--- src/hdl/bstk_pkg.sv ---
// ----------------------------------------------------------------------------
// bstk_pkg
// Shared types and constants for the bounded stack with search.
// ----------------------------------------------------------------------------
package bstk_pkg;

    // Default number of stack entries
    localparam int DEPTH_DEFAULT = 8;

    // Command codes carried by an input item
    typedef enum logic [1:0] {
        CMD_PUSH  = 2'd0,
        CMD_POP   = 2'd1,
        CMD_CLEAR = 2'd2,
        CMD_FIND  = 2'd3
    } cmd_e;

    // Status codes carried by a result item
    typedef enum logic [1:0] {
        ST_OK    = 2'd0,
        ST_FULL  = 2'd1,
        ST_EMPTY = 2'd2
    } status_e;

    // One input item
    typedef struct packed {
        logic [1:0]         command;
        logic signed [31:0] value;
    } in_item_t;

    // One result item
    typedef struct packed {
        logic [1:0] status;
        logic       found;
        logic [2:0] match_index;
        logic [3:0] fill_count;
    } out_item_t;

endpackage

--- src/hdl/bstk_mem.sv ---
// ----------------------------------------------------------------------------
// bstk_mem
// Entry store: one write port, one read port, read data registered.
// ----------------------------------------------------------------------------
module bstk_mem #(
    parameter int DEPTH = bstk_pkg::DEPTH_DEFAULT,
    parameter int AW    = (DEPTH > 1) ? $clog2(DEPTH) : 1
) (
    input  logic                clk,
    input  logic                wr_en,
    input  logic [AW-1:0]       wr_addr,
    input  logic signed [31:0]  wr_data,
    input  logic                rd_en,
    input  logic [AW-1:0]       rd_addr,
    output logic signed [31:0]  rd_data
);

    logic signed [31:0] mem [DEPTH];
    logic signed [31:0] rd_data_reg;

    // Write the new top word
    always_ff @(posedge clk)
    begin
        if (wr_en)
        begin
            mem[wr_addr] <= wr_data;
        end
    end

    // Read one entry, data valid in the next cycle
    always_ff @(posedge clk)
    begin
        if (rd_en)
        begin
            rd_data_reg <= mem[rd_addr];
        end
    end

    assign rd_data = rd_data_reg;

endmodule

--- src/hdl/bstk_ctrl.sv ---
// ----------------------------------------------------------------------------
// bstk_ctrl
// Command sequencer: decodes an item, updates the level, drives the entry
// store and scans it from the top down for a find.
// ----------------------------------------------------------------------------
module bstk_ctrl #(
    parameter int DEPTH = bstk_pkg::DEPTH_DEFAULT,
    parameter int AW    = (DEPTH > 1) ? $clog2(DEPTH) : 1,
    parameter int LW    = $clog2(DEPTH + 1)
) (
    input  logic                clk,
    input  logic                rst_n,
    // input items
    input  logic                in_valid,
    output logic                in_ready,
    input  bstk_pkg::in_item_t  in_item,
    // finished results
    output logic                res_valid,
    input  logic                res_ready,
    output bstk_pkg::out_item_t res_item,
    // entry store
    output logic                mem_wr_en,
    output logic [AW-1:0]       mem_wr_addr,
    output logic signed [31:0]  mem_wr_data,
    output logic                mem_rd_en,
    output logic [AW-1:0]       mem_rd_addr,
    input  logic signed [31:0]  mem_rd_data
);

    localparam logic [LW-1:0] LEVEL_FULL = LW'(DEPTH);

    typedef enum logic [1:0] {
        S_IDLE,
        S_SCAN,
        S_DONE
    } state_e;

    state_e              state_reg, state_next;
    logic [LW-1:0]       level_reg, level_next;
    logic [AW-1:0]       k_reg, k_next;
    logic signed [31:0]  value_reg, value_next;
    bstk_pkg::out_item_t res_reg, res_next;

    logic [LW-1:0]       level_dec;
    logic [LW+3:0]       fill_wide;
    logic [AW+2:0]       idx_wide;
    logic [3:0]          fill_now;

    assign level_dec = level_reg - 1'b1;
    assign fill_wide = {4'b0000, level_next};
    assign fill_now  = fill_wide[3:0];
    assign idx_wide  = {3'b000, k_reg};

    assign in_ready    = (state_reg == S_IDLE);
    assign res_valid   = (state_reg == S_DONE);
    assign res_item    = res_reg;
    assign mem_wr_addr = level_reg[AW-1:0];
    assign mem_wr_data = in_item.value;

    // Decode the item and step the scan
    always_comb
    begin
        state_next  = state_reg;
        level_next  = level_reg;
        k_next      = k_reg;
        value_next  = value_reg;
        res_next    = res_reg;
        mem_wr_en   = 1'b0;
        mem_rd_en   = 1'b0;
        mem_rd_addr = k_reg;

        unique case (state_reg)
            S_IDLE:
            begin
                if (in_valid)
                begin
                    res_next.status      = bstk_pkg::ST_OK;
                    res_next.found       = 1'b0;
                    res_next.match_index = 3'd0;
                    state_next           = S_DONE;
                    unique case (in_item.command)
                        bstk_pkg::CMD_PUSH:
                        begin
                            if (level_reg == LEVEL_FULL)
                            begin
                                res_next.status = bstk_pkg::ST_FULL;
                            end
                            else
                            begin
                                mem_wr_en  = 1'b1;
                                level_next = level_reg + 1'b1;
                            end
                        end
                        bstk_pkg::CMD_POP:
                        begin
                            if (level_reg == '0)
                            begin
                                res_next.status = bstk_pkg::ST_EMPTY;
                            end
                            else
                            begin
                                level_next = level_dec;
                            end
                        end
                        bstk_pkg::CMD_CLEAR:
                        begin
                            level_next = '0;
                        end
                        bstk_pkg::CMD_FIND:
                        begin
                            if (level_reg == '0)
                            begin
                                res_next.status = bstk_pkg::ST_EMPTY;
                            end
                            else
                            begin
                                // start the scan at the top entry
                                mem_rd_en   = 1'b1;
                                mem_rd_addr = level_dec[AW-1:0];
                                k_next      = level_dec[AW-1:0];
                                value_next  = in_item.value;
                                state_next  = S_SCAN;
                            end
                        end
                        default:
                        begin
                            state_next = S_DONE;
                        end
                    endcase
                    res_next.fill_count = fill_now;
                end
            end

            S_SCAN:
            begin
                res_next.fill_count = fill_now;
                if (mem_rd_data == value_reg)
                begin
                    res_next.found       = 1'b1;
                    res_next.match_index = idx_wide[2:0];
                    state_next           = S_DONE;
                end
                else if (k_reg == '0)
                begin
                    state_next = S_DONE;
                end
                else
                begin
                    // fetch the next entry down
                    mem_rd_en   = 1'b1;
                    mem_rd_addr = k_reg - 1'b1;
                    k_next      = k_reg - 1'b1;
                end
            end

            S_DONE:
            begin
                if (res_ready)
                begin
                    state_next = S_IDLE;
                end
            end

            default:
            begin
                state_next = S_IDLE;
            end
        endcase
    end

    // Hold state, level and the pending result
    always_ff @(posedge clk or negedge rst_n)
    begin
        if (!rst_n)
        begin
            state_reg <= S_IDLE;
            level_reg <= '0;
            k_reg     <= '0;
            value_reg <= '0;
            res_reg   <= '0;
        end
        else
        begin
            state_reg <= state_next;
            level_reg <= level_next;
            k_reg     <= k_next;
            value_reg <= value_next;
            res_reg   <= res_next;
        end
    end

endmodule

--- src/hdl/bounded_stack_with_search_top.sv ---
// ----------------------------------------------------------------------------
// bounded_stack_with_search_top
// Bounded LIFO stack of signed 32-bit words with a top-down search.
// ----------------------------------------------------------------------------
// One item is processed at a time. Push, pop and clear write their result
// into the sequencer's result register and then into the output register.
// Find reads one stored entry per cycle through the single read port of the
// entry memory, starting at the top, until it hits a match or has compared
// the bottom entry. A new item is accepted as soon as the previous result
// has moved into the output register, even while that result still waits
// to be taken. Entries are not cleared at reset; only the level is.
module bounded_stack_with_search_top #(
    parameter int DEPTH = bstk_pkg::DEPTH_DEFAULT
) (
    input  logic                clk,
    input  logic                rst_n,
    input  logic                in_valid,
    output logic                in_ready,
    input  bstk_pkg::in_item_t  in_item,
    output logic                out_valid,
    input  logic                out_ready,
    output bstk_pkg::out_item_t out_item
);

    localparam int AW = (DEPTH > 1) ? $clog2(DEPTH) : 1;
    localparam int LW = $clog2(DEPTH + 1);

    logic                mem_wr_en;
    logic [AW-1:0]       mem_wr_addr;
    logic signed [31:0]  mem_wr_data;
    logic                mem_rd_en;
    logic [AW-1:0]       mem_rd_addr;
    logic signed [31:0]  mem_rd_data;

    logic                res_valid;
    logic                res_ready;
    bstk_pkg::out_item_t res_item;

    logic                out_valid_reg;
    bstk_pkg::out_item_t out_item_reg;

    bstk_ctrl #(
        .DEPTH (DEPTH),
        .AW    (AW),
        .LW    (LW)
    ) u_ctrl (
        .clk         (clk),
        .rst_n       (rst_n),
        .in_valid    (in_valid),
        .in_ready    (in_ready),
        .in_item     (in_item),
        .res_valid   (res_valid),
        .res_ready   (res_ready),
        .res_item    (res_item),
        .mem_wr_en   (mem_wr_en),
        .mem_wr_addr (mem_wr_addr),
        .mem_wr_data (mem_wr_data),
        .mem_rd_en   (mem_rd_en),
        .mem_rd_addr (mem_rd_addr),
        .mem_rd_data (mem_rd_data)
    );

    bstk_mem #(
        .DEPTH (DEPTH),
        .AW    (AW)
    ) u_mem (
        .clk     (clk),
        .wr_en   (mem_wr_en),
        .wr_addr (mem_wr_addr),
        .wr_data (mem_wr_data),
        .rd_en   (mem_rd_en),
        .rd_addr (mem_rd_addr),
        .rd_data (mem_rd_data)
    );

    // Take a result when the output register is free or being emptied
    assign res_ready = !out_valid_reg || out_ready;

    // Hold the result item until the consumer takes it
    always_ff @(posedge clk or negedge rst_n)
    begin
        if (!rst_n)
        begin
            out_valid_reg <= 1'b0;
        end
        else if (res_valid && res_ready)
        begin
            out_valid_reg <= 1'b1;
        end
        else if (out_ready)
        begin
            out_valid_reg <= 1'b0;
        end
    end

    always_ff @(posedge clk)
    begin
        if (res_valid && res_ready)
        begin
            out_item_reg <= res_item;
        end
    end

    assign out_valid = out_valid_reg;
    assign out_item  = out_item_reg;

`ifndef SYNTH
    // Only one item is in flight: accepting one closes the input
    a_one_in_flight: assert property (@(posedge clk) disable iff (!rst_n)
        (in_valid && in_ready) |=> !in_ready)
        else $error("input accepted while an item is in progress");

    // A hit is only reported with an ok status
    a_found_ok: assert property (@(posedge clk) disable iff (!rst_n)
        (out_valid && out_item.found) |-> (out_item.status == bstk_pkg::ST_OK))
        else $error("found set on a refused command");

    // A refusal for an empty stack reports an empty stack and no hit
    a_empty_level: assert property (@(posedge clk) disable iff (!rst_n)
        (out_valid && out_item.status == bstk_pkg::ST_EMPTY)
        |-> (out_item.fill_count == 4'd0 && !out_item.found
             && out_item.match_index == 3'd0))
        else $error("empty refusal with nonzero fill count or hit");
`endif

endmodule

--- config.mk ---
export PLATFORM = sky130hd
export DESIGN_NAME = bounded_stack_with_search_top
export DESIGN_NICKNAME = d
export VERILOG_FILES = /design/src/hdl/bstk_pkg.sv /design/src/hdl/bstk_mem.sv /design/src/hdl/bstk_ctrl.sv /design/src/hdl/bounded_stack_with_search_top.sv
export SDC_FILE = /design/constraint.sdc
export NUM_CORES = 1
export LEC_CHECK = 0
export ABC_CLOCK_PERIOD_IN_PS = 4400
export BUFFER_PORTS_ARGS = -buffer_cell sky130_fd_sc_hd__buf_2
export CAP_MARGIN = 20
export CORE_ASPECT_RATIO = 0.5
export CORE_UTILIZATION = 56
export DETAILED_ROUTE_END_ITERATION = 7
export PLACE_DENSITY = 0.83
export SYNTH_ARGS = -nofsm -noshare
export SYNTH_HDL_FRONTEND = slang
export SYNTH_HIERARCHICAL = 1
export SYNTH_SLANG_ARGS = --single-unit
--- constraint.sdc ---
create_clock -name clk -period 4.4 [get_ports clk]
set_input_delay 0.88 -clock clk [delete_from_list [all_inputs] [get_ports clk]]
set_output_delay 0.88 -clock clk [all_outputs]
set_load 0.1 [all_outputs]
After elaboration in Yosys (flattened, before gate mapping)
Memory sizes are Yosys's and may differ from the RTL's. A register that Yosys moved wholly into a read port is not among the register bits.
Cells that the tools add are included.
- add/sub/neg operators: 3
- equality and inequality tests: 11
- mux-type cells: 38
- bitwise logic cells: 1
- reductions and logical operators: 15
- operators by type and width (cell ; count):
    equality test 32 bit ; 1
    2-to-1 mux 4 bit ; 5
    one-hot mux 8 bit (2 select lines) ; 1
    2-to-1 mux 3 bit ; 5
    2-to-1 mux 1 bit ; 14
    2-to-1 mux 2 bit ; 7
    one-hot mux 4 bit (3 select lines) ; 1
    2-to-1 mux 8 bit ; 1
    equality test 2 bit (second input constant) ; 3
    one-hot mux 2 bit (3 select lines) ; 1
    one-hot mux 3 bit (2 select lines) ; 1
    AND reduction 3 bit ; 2
    adder 4 x 1 -> 4 bit (second input constant) ; 1
    equality test 2 x 1 -> 1 bit (second input constant) ; 2
    equality test 4 bit (second input constant) ; 1
    logical NOT 2 bit ; 2
    logical NOT 4 bit ; 1
    inequality test 2 x 1 -> 1 bit (second input constant) ; 2
    one-hot mux 2 bit (2 select lines) ; 1
    AND reduction 2 bit ; 2
    AND reduction 4 bit ; 1
    nonzero test 2 bit ; 2
    subtractor 4 x 1 -> 4 bit (second input constant) ; 1
    logical NOT 3 bit ; 1
    other kinds (9) ; 9
- bits in registers: 62
- bits in writable memories: 256
- output and inout bits: 12
- memories kept: 1
- memories (memory ; depth ; bits a word ; rd ports ; clocked after Yosys merged registers in ; wr ports ; line ; source):
    u_mem.mem ; 8 ; 32 ; 1 ; 1 ; 1 ; bstk_mem.sv:18 ; logic signed [31:0] mem [DEPTH];

Depth between registers and ports, before layout
- word-level depth: 7
- mapped depth: 13
- depth with buffers taken out: 9

By module
Netlist, hierarchy kept.
- by module, submodules not included (module ; times used ; cells an instance ; area an instance (µm²)):
    bstk_mem ; 1 ; 415 ; 10786.6
    bstk_ctrl ; 1 ; 281 ; 3044.2
    bounded_stack_with_search_top ; 1 ; 14 ; 354.1

Worst setup path after synthesis
Ideal clock, no wire load.
- path kind: reg-to-reg
- start: register u_ctrl.state_reg[1]
- end: memory u_mem.mem[0][0], enable pin
- data arrival time: 4572 ps
- data required time: 3939 ps
- path slack: -633 ps
- stages on the path, launching flop included: 8
- cell sequence: dfrtp_1 -> clkbuf_1 -> nor2_2 -> nand2_1 -> buf_2 -> nor4_1 -> nand2b_1 -> nor3_1
- longest elaborated chain between the ends: 4
- ends and longest elaborated chain (item ; line ; source):
    from (decl) ; bstk_ctrl.sv:38 ; state_e state_reg, state_next;
    from (signal assigned) ; bstk_ctrl.sv:184 ; state_reg <= state_next;
    logical NOT 2 bit ; -- ;
    via in_ready ; bounded_stack_with_search_top.sv:18 ; output logic in_ready,
    2-to-1 mux 1 bit ; bstk_ctrl.sv:72 ; unique case (state_reg)
    via mem_wr_en ; bounded_stack_with_search_top.sv:28 ; logic mem_wr_en;
    2-to-1 mux 1 bit ; bstk_mem.sv:24 ; if (wr_en)
    2-to-1 mux 1 bit (implied by the code) ; bstk_mem.sv:26 ; mem[wr_addr] <= wr_data;
    to (decl) ; bstk_mem.sv:18 ;
The timed path passes the listed nets, and every way through them passes these cells.

Final worst setup path
- start: register u_ctrl.value_reg[17]
- end: register u_mem.rd_data_reg[3] (netlist: u_mem/rd_data[3]), read port of u_mem.mem, data pin
- longest elaborated chain between the ends: 3
- elaborated cells between the ends (all ways): 5
- ends and longest elaborated chain (item ; line ; source):
    from (decl) ; bstk_ctrl.sv:41 ; logic signed [31:0] value_reg, value_next;
    from (signal assigned) ; bstk_ctrl.sv:187 ; value_reg <= value_next;
    equality test 32 bit ; bstk_ctrl.sv:137 ; if (mem_rd_data == value_reg)
    2-to-1 mux 3 bit ; -- ;
    one-hot mux 3 bit (2 select lines) ; -- ;
    via mem_rd_addr[0] ; bounded_stack_with_search_top.sv:32 ; logic [AW-1:0] mem_rd_addr;
    to (decl) ; bstk_mem.sv:19 ; logic signed [31:0] rd_data_reg;
The timed path passes the listed nets, and every way through them passes these cells.
A chain may end at the register's enable or synchronous reset.

==> results.cfg <==
[run_status]
status = finished clean

[power_and_ir_drop]
power_density_nw_per_um2 = 664
ir_drop_mv = 0.493
finalPower_uw = 10400
p_leak_uw = 0.00537

[cts]
numCtsBuffers = 30
clock_path_buffers = 3
cts_tree = built
cts_hold_buf = 0
cts_setup_buffers = 0
cts_resized = 0
clk_pin_slew_ps = 70
h-tree-depth = 1
root_buffer = clkbuf_16
worst_skew_pair.late_latency_ps = 580
clock_sinks = 350

[min_path]
min_path_type = input pin to async pin

[setup_path]
crit_start = u_ctrl/value_reg[17]$_DFFE_PN0P_
crit_cells = 8
startpoint_type = flop
cp_cell_sequence = xor2_1 > nor4_1 > and4_1 > a2111oi_0 > a311oi_4 > buf_12 > mux4_1 > mux2_2
critPathMaxFanout = 65
rr_worst_depth = 8
cpLargestDelayFamily = simple AND/OR/NAND/NOR gates
critPathBufInv = 1
timing.rr.start = u_ctrl/value_reg[17]$_DFFE_PN0P_
crit_type = flop to flop
slowest_stage = nor4_1
worstPathRequired_ps = 4700
end_kind = flop
slowest_delay_ps = 700
cp.arrival_ps = 4200

[sta]
hold_ws_ps = 349
finalHoldViolCount = 0
fin_worst_skew_ps = 30.5
tightest_slew_ps = 854
setup_tns_ps = 0
fmax_mhz = 257
slew_viol_final = 0
setup_viol = 0
rsz0062_at_grt = no
slew_headroom = 0.429
fin_ws_ps = 504
finalCriticalPeriod_ps = 3900
fin_crit_sh = 0.885

[global_routing]
met2_usage = 0.381
top_usage_layer = met2
first_global_vias = 7074
use_met1 = 0.320
grtUsageTotal = 0.227
use_met3 = 0.0398
grt_max_degree = 66
antenna_found_initial = 0
grt_first_pass_wirelength_mm = 43.0
grt_overflow = 0

[logic_synthesis]
synthArstFlopShare = 0.149
synth-seq-area-share = 0.723
yosys.cell_types.count = 61
syn_area_um2 = 14200
synth-compound-area-share = 0.0221
synth_area_leaders = edfxtp_1, dfrtp_1, mux4_1, mux2_2, mux4_2
synth_cells = 710
synth_top_family_by_area = multiplexers
synth_flop_cell = edfxtp_1
yosysMostFrequentCell = edfxtp_1
synth-simple-area-share = 0.0295
synthAdderAreaFrac = 0.00353
synth_top_area_frac = 0.631
yosys-top-cells-count = edfxtp_1, mux2_2, dfrtp_1, mux4_1, buf_4
synth_largest_area_cell = edfxtp_1
synth-xor-area-share = 0.0198
ys_warn_count = 6
muxShareOfSynthArea = 0.168
syn_nets = 752
postSynthAreaPerCell_um2 = 20.0
ys_ff_latch = 350
synth_edf_count = 298

[die]
die_w_um = 227
die_h_um = 115
initial_core_util = 0.581
num_rows = 40
dieArea_um2 = 26000
pin_count = 50
core_area_um2 = 24400

[drt]
antenna_left = 0
drt-wirelength-per-cell_um = 25.6
drt_iter0_drc = 898
wirelength_mm = 28.3
vias_per_cell = 6.20
vias = 6844
drc = 0
firstDrtPassIters = 5

[layout]
seq_area_um2 = 10200
nFillCells = 1531
fin_nets = 786
insertedDiodeCount = 0
multiInputGateArea_um2 = 3550
areaGrowthSynthToFinish_pct = 10.6
largest_register_ffs = 256
drive_gt1_frac = 0.285

[placed_design]
place_ws_ps = 597
port_buffers = 49
post-dp-hpwl_mm = 14.8
gp_congestion = 0.835

[flow_run]
maxCapViolCount = 0
==> power breakdown <==
part / switching, µW / leakage [µW] / total, µW / internal [µW]
Combinational: 1780 / 0.00154 / 3280 / 1500
Sequential: 296 / 0.00334 / 4440 / 4140
Clock: 1180 / 0.000494 / 2710 / 1530
==> worst reg2reg max path: cells and delay by family (launching register included) <==
| family | cells | cell delay [ps] |
|---|---|---|
| AND/OR/NAND/NOR | 2 | 1080 |
| multiplexers | 2 | 1000 |
| buffers and inverters | 1 | 420 |
| AO/OA/AOI/OAI | 2 | 530 |
| flip-flops | 1 | 410 |
| XOR/XNOR | 1 | 180 |
==> worst paths after layout <==
path,end,slack (ps)
setup / recovery,u_mem/rd_data[3]$_DFFE_PP_,500
hold / removal,u_ctrl/value_reg[26]$_DFFE_PN0P_,350
setup reg to reg,u_mem/rd_data[3]$_DFFE_PP_,500
hold reg to reg,out_item[6]$_DFFE_PP_,450
max in group asynchronous,u_ctrl/state_reg[1]$_DFFE_PN0P_,3130
min in group clk,out_item[6]$_DFFE_PP_,450
==> per-layer routing <==
layer  routed length, µm  share of wire
met4                 445          0.016
met3                2330          0.082
met5                   0              0
met2               14000           0.50
met1               11500           0.41
==> logic make-up after synthesis <==
kind of cell	Yosys count
AOI/OAI and AO/OA	42
xor gates and xnor gates	32
adders and majority gates	4
buffers and inverters	74
DFF	350
muxes	134
and+or+nand+nor	74
==> layout make-up <==
cell class,count,area share
repair buffers,67,0.0274
clock inverters,17,0.0132
multi-input cells,286,0.226
inverters,9,0.00215
well taps,336,0.0268
flip-flops and latches,350,0.653
clock buffers,39,0.0513
==> metrics by stage <==
step | std cells | utilization | cell area (µm²)
2_1_floorplan | 710 | - | 14200
3_3_place_gp | 1048 | 0.601 | 14700
3_5_place_dp | 1048 | 0.601 | 14700
4_1_cts | 1104 | 0.643 | 15700
5_1_grt | 1104 | 0.643 | 15700
6_report | 1104 | 0.643 | 15700
==> cells in the final DEF (no fill, tap or decap), types with 2 or more instances in the layout <==
cell type,n
nor4_1,9
clkbuf_1,7
o21ai_0,8
inv_1,9
mux4_2,24
buf_2,49
dfrtp_1,52
nor3_4,2
nor2b_1,2
nand2_1,19
a21oi_1,4
mux2i_1,3
nand4_1,2
clkinv_1,4
nand3_1,4
clkbuf_16,30
edfxtp_1,298
buf_12,4
clkbuf_8,2
a2111oi_0,2
o22ai_1,3
clkinv_2,7
mux2_1,3
and4_1,2
o32a_1,2
nor2_2,2
nand2b_1,6
xor2_1,32
ha_1,4
mux2_2,63
nor2_1,10
buf_4,14
nor2_4,6
mux4_1,40
bufinv_16,4
o41a_1,2
No activity file was read; power rests on OpenSTA's default activity.
